`config.mk`:
```
export PLATFORM = sky130hd
export DESIGN_NAME = czmp_ctrl
export DESIGN_NICKNAME = d
export VERILOG_FILES = /design/src/rtl/core/czmp_pkg.sv /design/src/rtl/core/czmp_ctrl.sv
export SDC_FILE = /design/constraint.sdc
export NUM_CORES = 1
export LEC_CHECK = 0
export BUFFER_PORTS_ARGS = -buffer_cell sky130_fd_sc_hd__buf_2
export CORE_AREA = 8 8 45 47
export DETAILED_ROUTE_END_ITERATION = 12
export DIE_AREA = 0 0 53 55
export GPL_TIMING_DRIVEN = 0
export HOLD_SLACK_MARGIN = 0.15
export PLACE_DENSITY = 0.33
export SETUP_SLACK_MARGIN = 0.15
export SYNTH_ARGS = -nofsm -noshare
export SYNTH_HDL_FRONTEND = slang
export SYNTH_SLANG_ARGS = --single-unit
```
`constraint.sdc`:
```
create_clock -name clock -period 1.6 [get_ports clock]
set_clock_uncertainty 0.1 [all_clocks]
set_input_delay 0.08 -clock clock [delete_from_list [all_inputs] [get_ports clock]]
set_output_delay 0.08 -clock clock [all_outputs]
set_load 0.02 [all_outputs]
```
`src/rtl/core/czmp_pkg.sv`:
```
// Package with types, codes and field positions of the zone map pruner.
`default_nettype none

package czmp_pkg;

   // Default sizes.
   localparam int COLUMNS_DEFAULT    = 64;
   localparam int COUNT_BITS_DEFAULT = 32;

   // Field widths.
   localparam int FUNC_W  = 2;
   localparam int COL_W   = 6;
   localparam int VALUE_W = 64;
   localparam int OP_W    = 4;
   localparam int CFG_W   = 7;

   // Input item packing in req_tdata.
   localparam int REQ_COL_LO  = 0;
   localparam int REQ_A_LO    = REQ_COL_LO + COL_W;
   localparam int REQ_B_LO    = REQ_A_LO + VALUE_W;
   localparam int REQ_OP_LO   = REQ_B_LO + VALUE_W;
   localparam int REQ_NUM_BIT = REQ_OP_LO + OP_W;
   localparam int REQ_TDATA_W = 144;

   // Result item packing in rsp_tdata.
   localparam int RSP_VERDICT_BIT = 0;
   localparam int RSP_SKIP_BIT    = 1;
   localparam int RSP_DIRTY_BIT   = 2;
   localparam int RSP_TDATA_W     = 8;

   // Reset value of the column count register.
   localparam logic [CFG_W-1:0] CFG_RESET = 7'd64;

   // Extremes of the signed Q32.32 range.
   localparam logic [VALUE_W-1:0] VALUE_MAX = 64'h7FFF_FFFF_FFFF_FFFF;
   localparam logic [VALUE_W-1:0] VALUE_MIN = 64'h8000_0000_0000_0000;

   // Item kinds.
   localparam logic [FUNC_W-1:0] FUNC_VALUE = 2'd0;
   localparam logic [FUNC_W-1:0] FUNC_NULL  = 2'd1;
   localparam logic [FUNC_W-1:0] FUNC_TEST  = 2'd2;
   localparam logic [FUNC_W-1:0] FUNC_ELEM  = 2'd3;

   // Predicate codes.
   localparam logic [OP_W-1:0] OP_EQ       = 4'd0;
   localparam logic [OP_W-1:0] OP_NE       = 4'd1;
   localparam logic [OP_W-1:0] OP_GT       = 4'd2;
   localparam logic [OP_W-1:0] OP_GE       = 4'd3;
   localparam logic [OP_W-1:0] OP_LT       = 4'd4;
   localparam logic [OP_W-1:0] OP_LE       = 4'd5;
   localparam logic [OP_W-1:0] OP_BETWEEN  = 4'd6;
   localparam logic [OP_W-1:0] OP_NBETWEEN = 4'd7;
   localparam logic [OP_W-1:0] OP_IN       = 4'd8;
   localparam logic [OP_W-1:0] OP_IS_NULL  = 4'd10;
   localparam logic [OP_W-1:0] OP_NOT_NULL = 4'd11;

   // Controller states.
   typedef enum logic [1:0] {
      ST_CLEAR,
      ST_IDLE,
      ST_EXEC
   } ctrl_state_type;

   // Commands from the controller to the datapath.
   typedef struct packed {
      logic clear_wr;  // write reset values at the sweep address
      logic load;      // capture the input item and read its column entry
      logic commit;    // write back, update flags and load the result register
   } cmd_type;

   // Status from the datapath to the controller.
   typedef struct packed {
      logic clear_last;  // sweep is at the last entry
   } status_type;

endpackage

`default_nettype wire

```
`src/rtl/core/czmp_ctrl.sv`:
```
// Controller state machine: clearing sweep, item acceptance and result hand-off.
`default_nettype none

module czmp_ctrl (
   input  wire logic                  clock,
   input  wire logic                  reset,
   input  wire logic                  req_tvalid,
   output logic                       req_tready,
   output logic                       rsp_tvalid,
   input  wire logic                  rsp_tready,
   input  wire czmp_pkg::status_type  status,
   output czmp_pkg::cmd_type          cmd
);

   czmp_pkg::ctrl_state_type state_ff, state_in;
   logic                     rsp_valid_ff, rsp_valid_in;
   logic                     out_free;

   // The result register can take a new item when empty or being drained.
   assign out_free = !rsp_valid_ff || rsp_tready;

   // Next state.
   always_comb begin
      state_in = state_ff;
      unique case (state_ff)
         czmp_pkg::ST_CLEAR: begin
            if (status.clear_last) begin
               state_in = czmp_pkg::ST_IDLE;
            end
         end
         czmp_pkg::ST_IDLE: begin
            if (req_tvalid) begin
               state_in = czmp_pkg::ST_EXEC;
            end
         end
         czmp_pkg::ST_EXEC: begin
            if (out_free) begin
               state_in = czmp_pkg::ST_IDLE;
            end
         end
         default: begin
            state_in = czmp_pkg::ST_CLEAR;
         end
      endcase
   end

   // Outputs and commands.
   always_comb begin
      req_tready   = 1'b0;
      cmd.clear_wr = 1'b0;
      cmd.load     = 1'b0;
      cmd.commit   = 1'b0;
      unique case (state_ff)
         czmp_pkg::ST_CLEAR: begin
            cmd.clear_wr = 1'b1;
         end
         czmp_pkg::ST_IDLE: begin
            req_tready = 1'b1;
            cmd.load   = req_tvalid;
         end
         czmp_pkg::ST_EXEC: begin
            cmd.commit = out_free;
         end
         default: begin
            cmd.clear_wr = 1'b0;
         end
      endcase
   end

   // Result valid flag.
   always_comb begin
      if (cmd.commit) begin
         rsp_valid_in = 1'b1;
      end else if (rsp_tready) begin
         rsp_valid_in = 1'b0;
      end else begin
         rsp_valid_in = rsp_valid_ff;
      end
   end

   always_ff @(posedge clock) begin
      if (reset) begin
         state_ff     <= czmp_pkg::ST_CLEAR;
         rsp_valid_ff <= 1'b0;
      end else begin
         state_ff     <= state_in;
         rsp_valid_ff <= rsp_valid_in;
      end
   end

   assign rsp_tvalid = rsp_valid_ff;

endmodule

`default_nettype wire

```
======== Yosys cells after proc, flatten, opt, wreduce, memory -nomap -nowiden ========
Index checks and enable logic that the tools add are counted.
storage, ports and cells
  register bits after elaboration ......... 3
  word-level logic and storage cells ...... 22
cells by class
  equal/unequal tests ..................... 5
  multiplexer cells ....................... 10
  reduce and logical (&&, ||, !) cells .... 5
operator list
  kind                                                  count
  two-way mux 1 bit                                     6
  two-way mux 2 bit                                     3
  != test 2 bit (second input constant)                 3
  one-hot mux 2 bit (3 select lines)                    1
  AND reduction 3 bit                                   1
  equality test 2 x 1 -> 1 bit (second input constant)  1
  equality test 2 bit (second input constant)           1
  logical NOT 2 bit                                     1
  nonzero test 2 bit                                    1
  logical NOT 1 bit                                     1
  logical OR 1 bit                                      1

======== Longest topological paths before layout ========
Gate-level depths: netlist of the first run.
  depth in word-level cells ............... 4
  depth in mapped cells ................... 3
  mapped depth without buffers ............ 3

======== Least setup slack after synthesis of the first run ========
Ideal clock, no wire load.
  path kind ............................... reg2reg
  start ................................... register rsp_valid_ff, in the netlist rsp_tvalid
  end ..................................... register state_ff[0]
  library setup time ...................... 0.087 ns
  arrival time ............................ 0.898 ns
  data required time ...................... 1.413 ns
  path slack .............................. 0.515 ns
  cell stages (with the launch flop) ...... 4
  path buffers ............................ 0
  path through ............................ dfxtp_1 > nor2b_4 > or3_1 > o31ai_1
between the ends
  cells in the longest elaborated chain, start to end .. 4
RTL lines
  what                           RTL line         RTL
  start: declaration             czmp_ctrl.sv:16  logic rsp_valid_ff, rsp_valid_in;
  start signal: assignment       czmp_ctrl.sv:87  rsp_valid_ff <= rsp_valid_in;
  logical NOT 1 bit              czmp_ctrl.sv:20  assign out_free = !rsp_valid_ff || rsp_tready;
  logical OR 1 bit               czmp_ctrl.sv:20
  != test 2 bit (no line)        --
  AND reduction 3 bit (no line)  --
  end signal: assignment         czmp_ctrl.sv:83  state_ff <= czmp_pkg::ST_CLEAR;
  end signal: assignment         czmp_ctrl.sv:86  state_ff <= state_in;
  end: declaration               czmp_ctrl.sv:15  czmp_pkg::ctrl_state_type state_ff, state_in;
No other way between the ends.
A chain may end at the register's enable or synchronous reset.

==> impl_metrics.tcl, run 1 <==
set metrics [dict create \
    cts_resized 0 \
    setup_violations 0 \
    crit_path_start_kind "input port" \
    multiInputGateArea_sq_um 91.3 \
    path_clk_slew_ns 0.04 \
    place.gp.congestion 0.620 \
    start_util_pct 11.5 \
    r2r-end "state_ff[0]" \
    layout_commonest_cell "buf_2" \
    die_area_sq_um 2920 \
    yosys_warnings 0 \
    timing.max_cap.violations 0 \
    cts.sink_count 3 \
    critPathTopFamily "buffers and inverters" \
    cpMaxStageDelayCell "dlygate4sd3_1" \
    m1WireLength_microns 229 \
    finalWirelength_microns 503 \
    rows 14 \
    syn_area_sq_um 159 \
    reg2reg_setup_slack_ns 0.52 \
    cp-end-kind "output port" \
    internal_power_w 0.000200 \
    arrival_ns 1.20 \
    register_area_sq_um 60.1 \
    met2_length_microns 187 \
    seqPwrFrac_pct 31.3 \
    clk_path_buf_depth 2 \
    peakVddDrop_mv 0.176 \
    htreeDepth 1 \
    synth_cells 19 \
    power_density_nw_per_um2 938 \
    status "completed" \
    drive_gt1_share_pct 38.9 \
    mostFrequentLayoutCells "buf_2, nor2_1, dlygate4sd3_1, clkbuf_4, dfxtp_1" \
    nFillCells 156 \
    tns_ns 0 \
    grt_pass1_wl_microns 876 \
    min_delay_path_depth 2 \
    routed.top_layer "met3" \
    dp_hpwl_microns 401 \
    slew_violations 0 \
    min_to "rsp_tvalid" \
    worst_pin_slew_ns 0.198 \
    grt_pass1_vias 218 \
    via_count 187 \
    r2r_start "state_ff[0]" \
    synth_fp_nets 24 \
    cts_hold_buf 4 \
    drc 0 \
    finalPower_w 0.000272 \
    hold_viol 0 \
    worstPathCellList "dlygate4sd3_1, buf_2, nor2b_4, nor2_1, buf_4, buf_2" \
    min_from "rsp_tvalid" \
    combPwrFrac_pct 20.0 \
    antennaDiodeCount 0 \
    pin_count 10 \
    worstSkewPairLatency_ns 0.23 \
    fin_crit_ns 1.38 \
    max_stage_delay_ns 0.54 \
    ys_seq_area_share_pct 37.8 \
    core_sq_um 1380 \
    antenna_found_initial 0 \
    swShare_pct 26.7 \
    postCtsSetupBuffers 0 \
    rsz0062_at_grt "no" \
    hp-class "reg -> reg" \
    path_buf_inv 4 \
    ant_nets 0 \
    slew_headroom_pct 86.7 \
    fp.dieH_microns 55 \
    grtUsageTotal_pct 4.31 \
    dr.pass1.iters 2 \
    p_leak_nw 0.137 \
    areaGrowthSynthToFinish_pct 82.7 \
    route.met3.wl_microns 86 \
    critical_path_class "in -> out" \
    crit_path_frequent_cell "buf_2" \
    cts_buffers 3 \
    path_max_fanout 3 \
    overflow 0 \
    port_buffers 9 \
    cts_tree "done" \
    required_ns 1.42 \
    drt-vias-per-instance 3.60 \
    post_drt_wl_per_cell_microns 9.67 \
    p_clk_share_pct 48.7 \
    root_buffer "clkbuf_4" \
    grt_max_degree 7 \
    r2r_cells 3 \
    finalNetCount 42 \
    drt-initial-drc-count 1 \
    finalCritPeriodShare_pct 86.4 \
    fmax_mhz 723 \
    switching_power_w 0.0000727 \
    synth.avg_cell_area_sq_um 8.36 \
    synth_seq_cells 3 \
    die_x_microns 53 \
    yosysUniqueCellTypes 12 \
]
how the worst max path moves through the flow:
stage | from | endpoint | slack (ns) | depth (start not counted)
floorplan | rsp_tvalid | state_ff[0] | 0.51 | 3
global placement | state_ff[0] | state_ff[0] | 0.54 | 3
detailed placement | state_ff[0] | state_ff[0] | 0.52 | 3
CTS | rsp_tready | cmd[0] | 0.22 | 6
global route | rsp_tready | cmd[0] | 0.16 | 6
finish | rsp_tready | cmd[0] | 0.22 | 6
flip-flops by register name, indices dropped and copies added (netlist names):
| name | flops |
|---|---|
| rsp_tvalid | 1 |
| state_ff | 2 |
cells in the mapped netlist:
| library cell | instances | area, sq um |
|---|---|---|
| a21oi_1 | 1 | 5.00 |
| a22oi_1 | 1 | 7.51 |
| and2b_1 | 2 | 15.0 |
| buf_4 | 1 | 7.51 |
| dfxtp_1 | 3 | 60.1 |
| nand2_1 | 1 | 3.75 |
| nand2b_1 | 2 | 12.5 |
| nor2_1 | 4 | 15.0 |
| nor2b_4 | 1 | 13.8 |
| o21ai_0 | 1 | 5.00 |
| o31ai_1 | 1 | 7.51 |
| or3_1 | 1 | 6.26 |
worst reg2reg max path: cells and delay by family (launching register included):
| family | cells | cell delay (ns) |
|---|---|---|
| simple gates | 2 | 0.49 |
| compound gates | 1 | 0.07 |
| flops | 1 | 0.33 |
through the flow:
stage | setup WS, ns | area [sq um] | hold WS [ns] | utilization, % | instances
2_1_floorplan | 0.515 | 159 | 0.0491 | - | 19
6_report | 0.217 | 290 | 0.404 | 21.0 | 52
5_1_grt | 0.161 | 290 | 0.427 | 21.0 | 52
4_1_cts | 0.217 | 290 | 0.409 | 21.0 | 52
3_5_place_dp | 0.519 | 224 | 0.195 | 16.2 | 44
3_3_place_gp | 0.544 | 224 | 0.185 | 16.2 | 44
per-layer routing:
metal  GRT usage [%]  vias to the layer above
met3            2.94                        0
met2            5.27                       10
li1                -                       97
met5               0                        -
met4            5.17                        0
met1            4.39                       80
power by group through the flow:
stage | sequential (W) | clock [W] | combinational [W]
2_1_floorplan | 0.0000860 | 0 | 0.0000279
5_1_grt | 0.0000866 | 0.000145 | 0.0000597
3_5_place_dp | 0.0000865 | 0 | 0.0000478
4_1_cts | 0.0000853 | 0.000140 | 0.0000554
6_report | 0.0000852 | 0.000133 | 0.0000546
3_3_place_gp | 0.0000858 | 0 | 0.0000462
kinds of logic (layout without fill, tap and decap cells):
group           Yosys count  count (layout)  synth area share [%]
buf+inv                   1              18                  4.73
flops                     3               3                  37.8
simple gates             11              11                  41.7
compound gates            4               4                  15.7
final cells by class:
class / count / area share [%]
repair buffers: 13 / 29.3
well taps: 16 / 6.90
multi-input cells: 15 / 31.5
flip-flops and latches: 3 / 20.7
plain buffers: 1 / 2.59
clock buffers: 4 / 9.05
Note: power is estimated with default switching activity, not from simulation.
==> run 2: changes to the inputs <==
ABC_AREA = 1   (was unset)
CORE_AREA = 2 2 39 41   (was 8 8 45 47)
DIE_AREA = 0 0 41 43   (was 0 0 53 55)
PLACE_DENSITY = 0.34   (was 0.33)
SKIP_LAST_GASP = 1   (was unset)
==> impl_metrics.tcl, run 2 <==
set metrics [dict create \
    dpl-instance-area_sq_um 244 \
    port_buffers 9 \
    syn_area_sq_um 179 \
    stdcell_count 57 \
    mostFrequentLayoutCells "buf_2, inv_1, nand2_1, dlygate4sd3_1, clkbuf_4" \
    synth_top_family_by_area "simple AND/OR/NAND/NOR gates" \
    drt-initial-drc-count 3 \
    synth-adder-area-share_pct 0 \
    ys.flop_type "dfxtp_1" \
    power_density_nw_per_um2 842 \
    drt-vias-per-instance 3.44 \
    synth-edff-count 0 \
    ys_async_sr_fraction_pct 0 \
    yosysUniqueCellTypes 14 \
    synth_fp_nets 29 \
    antenna_found_initial 0 \
    synth_top_cells_by_area "dfxtp_1, nor2_8, inv_1" \
    synth_cells 24 \
    finalCritPeriodShare_pct 87.6 \
    synthMuxAreaShare_pct 0 \
    root_buffer "clkbuf_4" \
    synth.avg_cell_area_sq_um 7.46 \
    arrival_ns 1.47 \
    yosysMostFrequentCell "inv_1" \
    start_util_pct 12.9 \
    hold_viol 0 \
    largest_reg_flops 2 \
    fin_crit_ns 1.40 \
    layout_commonest_cell "buf_2" \
    synth-simple-area-share_pct 37.8 \
    overflow 0 \
    yosys_warnings 0 \
    core_sq_um 1380 \
    htreeDepth 1 \
    timing.max_cap.violations 0 \
    slew_violations 0 \
    status "completed" \
    dp_hpwl_microns 279 \
    grtUsageTotal_pct 6.01 \
    tns_ns 0 \
    grt_pass1_vias 170 \
    synth_common_cells "inv_1, nand2_1, dfxtp_1" \
    grt_pass1_wl_microns 621 \
    cp-end-kind "register" \
    fp.dieH_microns 43 \
    setup_violations 0 \
    synth_compound_area_share_pct 11.9 \
    via_count 196 \
    synth_top_area_share_pct 33.6 \
    fmax_mhz 714 \
    dp.cells 49 \
    ant_nets 0 \
    rsz0062_at_grt "no" \
    rows 14 \
    place.gp.congestion 0.681 \
    antennaDiodeCount 0 \
    post_drt_wl_per_cell_microns 6.23 \
    regMostFlops "state_ff" \
    areaGrowthSynthToFinish_pct 80.4 \
    peakVddDrop_mv 0.459 \
    cts_buffers 3 \
    grt_max_degree 7 \
    crit_path_start_kind "input port" \
    yosysTopAreaCell "dfxtp_1" \
    die_x_microns 41 \
    clk_path_buf_depth 2 \
    finalWirelength_microns 355 \
    die_area_sq_um 1760 \
    ys_seq_area_share_pct 33.6 \
    p_leak_nw 0.181 \
    critical_path_class "in -> reg" \
    worst_pin_slew_ns 0.165 \
    dr.pass1.iters 2 \
    hp-class "in -> reg" \
    drive_gt1_share_pct 53.7 \
    finalNetCount 47 \
    path_max_fanout 2 \
    fin_util_pct 23.3 \
    pin_count 10 \
    synth-xor-area-share_pct 0 \
    cts_tree "done" \
    drc 0 \
    required_ns 1.67 \
    postCtsSetupBuffers 0 \
    worstSkewPairLatency_ns 0.23 \
    synth_seq_cells 3 \
    final_cell_area_sq_um 323 \
    path_clk_slew_ns 0.04 \
    cts.sink_count 3 \
    slew_headroom_pct 88.9 \
]
==> run 2: final cells by class <==
type | instances | area (sq um)
fillers | 162 | 1060
flip-flops and latches | 3 | 62.6
multi-input cells | 14 | 98.8
inverters | 6 | 22.5
clock buffers | 4 | 26.3
plain buffers | 1 | 7.51
well taps | 16 | 20.0
repair buffers | 13 | 85.1
==> run 2: path summary, 6_finish.rpt <==
kind | startpoint | endpoint | slack [ns] | depth (start not counted)
setup / recovery | req_tvalid | state_ff[1] | 0.20 | 5
hold / removal | rsp_tready | state_ff[0] | 0.15 | 5
setup reg to reg | rsp_tvalid | state_ff[1] | 0.23 | 5
hold reg to reg | state_ff[1] | state_ff[0] | 0.47 | 3
==> run 2: metrics by stage <==
stage | power [W] | hold WS [ns] | worst slack [ns]
3_5_place_dp | 0.000130 | 0.157 | 0.527
6_report | 0.000272 | 0.145 | 0.199
4_1_cts | 0.000274 | 0.146 | 0.171
2_1_floorplan | 0.000113 | 0.0424 | 0.532
3_3_place_gp | 0.000131 | 0.161 | 0.547
5_1_grt | 0.000291 | 0.166 | 0.156
==> run 2: where the power goes <==
group / switching, W / internal, W
combinational: 0.0000290 / 0.0000238
sequential: 0.00000573 / 0.0000800
clock: 0.0000397 / 0.0000935
==> run 2: layer usage <==
layer | vias up | routed length, microns | global-route usage, %
met5 | - | 0 | 0
met4 | 0 | 0 | 4.00
met3 | 0 | 56 | 8.38
met2 | 9 | 148 | 6.56
met1 | 82 | 151 | 5.43
li1 | 105 | - | -
==> run 2: repair_timing <==
action | 4_1_cts | 5_1_grt
setup endpoints to repair | 0 | 1
resized for setup | 0 | 4
hold buffers | 4 | 0
endpoints found under the hold margin | 3 | 0
==> run 2: cells by family (layout without fill, tap and decap cells) <==
group | Yosys count | in the layout
compound gates | 3 | 3
flops | 3 | 3
buf+inv | 7 | 24
simple gates | 11 | 11
==> run 2: worst max-delay path: stages <==
cell	delay [ns]
dlygate4sd3_1	0.52
buf_2	0.11
nand3_2	0.09
a21oi_2	0.13
dlygate4sd3_1	0.54
==> run 3: changes to the inputs <==
REMOVE_ABC_BUFFERS = 1   (was unset)
==> impl_metrics.tcl, run 3 (synthesized netlist as in run 2, its figures left out) <==
set metrics [dict create \
    rows 14 \
    areaGrowthSynthToFinish_pct 81.8 \
    p_leak_nw 0.182 \
    overflow 0 \
    die_area_sq_um 1760 \
    rsz0062_at_grt "no" \
    drive_gt1_share_pct 53.7 \
    swShare_pct 28.1 \
    r2r_cells 5 \
    min_delay_path_depth 5 \
    worstSkewPairLatency_ns 0.24 \
    timing.max_cap.violations 0 \
    grt_max_degree 7 \
    min_from "rsp_tready" \
    finalWirelength_microns 406 \
    cts.sink_count 3 \
    dr.pass1.iters 3 \
    slew_headroom_pct 89.8 \
    core_sq_um 1380 \
    finalCritPeriodShare_pct 87.4 \
    tns_ns 0 \
    die_x_microns 41 \
    largest_reg_flops 2 \
    path_clk_slew_ns 0.04 \
    pin_count 10 \
    grtUsageTotal_pct 6.21 \
    seqPwrFrac_pct 31.4 \
    layout_commonest_cell "buf_2" \
    slew_violations 0 \
    cts_buffers 3 \
    r2r_start "state_ff[1]" \
    dp_hpwl_microns 278 \
    place.gp.congestion 0.672 \
    port_buffers 9 \
    min_to "state_ff[0]" \
    startpoint "req_tvalid" \
    via_count 197 \
    crit_path_start_kind "input port" \
    root_buffer "clkbuf_4" \
    antennaDiodeCount 0 \
    setup_violations 0 \
    reg2reg_setup_slack_ns 0.22 \
    cts_tree "done" \
    switching_power_w 0.0000771 \
    fin_crit_ns 1.40 \
    arrival_ns 1.47 \
    path_max_fanout 2 \
    power_density_nw_per_um2 844 \
    drc 0 \
    grt_pass1_vias 174 \
    peakVddDrop_mv 0.373 \
    ant_nets 0 \
    mostFrequentLayoutCells "buf_2, dlygate4sd3_1, nand2_1, inv_1, clkbuf_4" \
    cp-end-kind "register" \
    hold_ws_ns 0.147 \
    internal_power_w 0.000197 \
    fp.dieH_microns 43 \
    required_ns 1.67 \
    regMostFlops "state_ff" \
    finalNetCount 47 \
    post_drt_wl_per_cell_microns 7.12 \
    combPwrFrac_pct 19.4 \
    worst_pin_slew_ns 0.152 \
    r2r-end "state_ff[1]" \
    hp-class "in -> reg" \
    critical_path_class "in -> reg" \
    fmax_mhz 715 \
    htreeDepth 1 \
    antenna_found_initial 0 \
    status "completed" \
    drt-vias-per-instance 3.46 \
    start_util_pct 12.9 \
    hold_viol 0 \
    drt-initial-drc-count 3 \
    clk_path_buf_depth 2 \
    p_clk_share_pct 49.2 \
    grt_pass1_wl_microns 621 \
]
run 3: changes by cell type in the layout (fill, tap and decap cells not counted):
cell	delta
inv_1	-1
dlygate4sd3_1	+1
inv_2	+1
buf_4	-1
run 3: final cells by class:
| cell class | count | area (sq um) |
|---|---|---|
| inverter | 6 | 22.5 |
| fill | 154 | 1060 |
| clock buffer | 4 | 26.3 |
| timing repair buffer | 14 | 95.1 |
| tap | 16 | 20.0 |
| sequential | 3 | 62.6 |
| multi-input combinational | 14 | 98.8 |
run 3: power groups by stage:
stage	Combinational, W	Sequential (W)	Clock (W)
after floorplan	0.0000271	0.0000850	0
after global placement	0.0000442	0.0000856	0
after detailed placement	0.0000442	0.0000854	0
after CTS	0.0000522	0.0000842	0.000141
after global routing	0.0000584	0.0000869	0.000150
final	0.0000532	0.0000861	0.000135
run 3: how the worst max path moves through the flow:
stage	end	slack, ns	cells past startpoint
floorplan	cmd[0]	0.40	3
global route	state_ff[1]	0.15	5
global placement	cmd[1]	0.62	3
detailed placement	cmd[1]	0.63	3
CTS	state_ff[1]	0.17	5
finish	state_ff[1]	0.20	5
run 3: routing by layer:
metal | share of wire [%] | track usage (%) | up-vias
met5 | 0 | 0 | -
met4 | 0 | 4.00 | 0
met3 | 11 | 7.85 | 0
met2 | 36 | 6.56 | 10
met1 | 53 | 6.39 | 81
li1 | - | - | 106
run 3: worst max-delay path, cell delays in order:
cell and delay (ns):
dlygate4sd3_1 0.52, buf_2 0.11, nand3_2 0.09, a21oi_2 0.13, dlygate4sd3_1 0.54
run 3: timing repair:
| item | in CTS | in global routing |
|---|---|---|
| hold buffers | 5 | 0 |
| endpoints found under the hold margin | 3 | 0 |
| buffers inserted | 0 | 0 |
| resized for setup | 0 | 5 |
| setup endpoints to repair | 0 | 2 |
run 3: metrics by stage:
step | utilization, % | setup slack, ns | total power, W | cells | instance area, sq um
6_report | 23.5 | 0.202 | 0.000274 | 57 | 325
2_1_floorplan | - | 0.404 | 0.000112 | 23 | 171
5_1_grt | 23.5 | 0.154 | 0.000296 | 57 | 325
3_3_place_gp | 17.1 | 0.622 | 0.000130 | 48 | 236
4_1_cts | 22.6 | 0.167 | 0.000278 | 57 | 313
3_5_place_dp | 17.1 | 0.633 | 0.000130 | 48 | 236
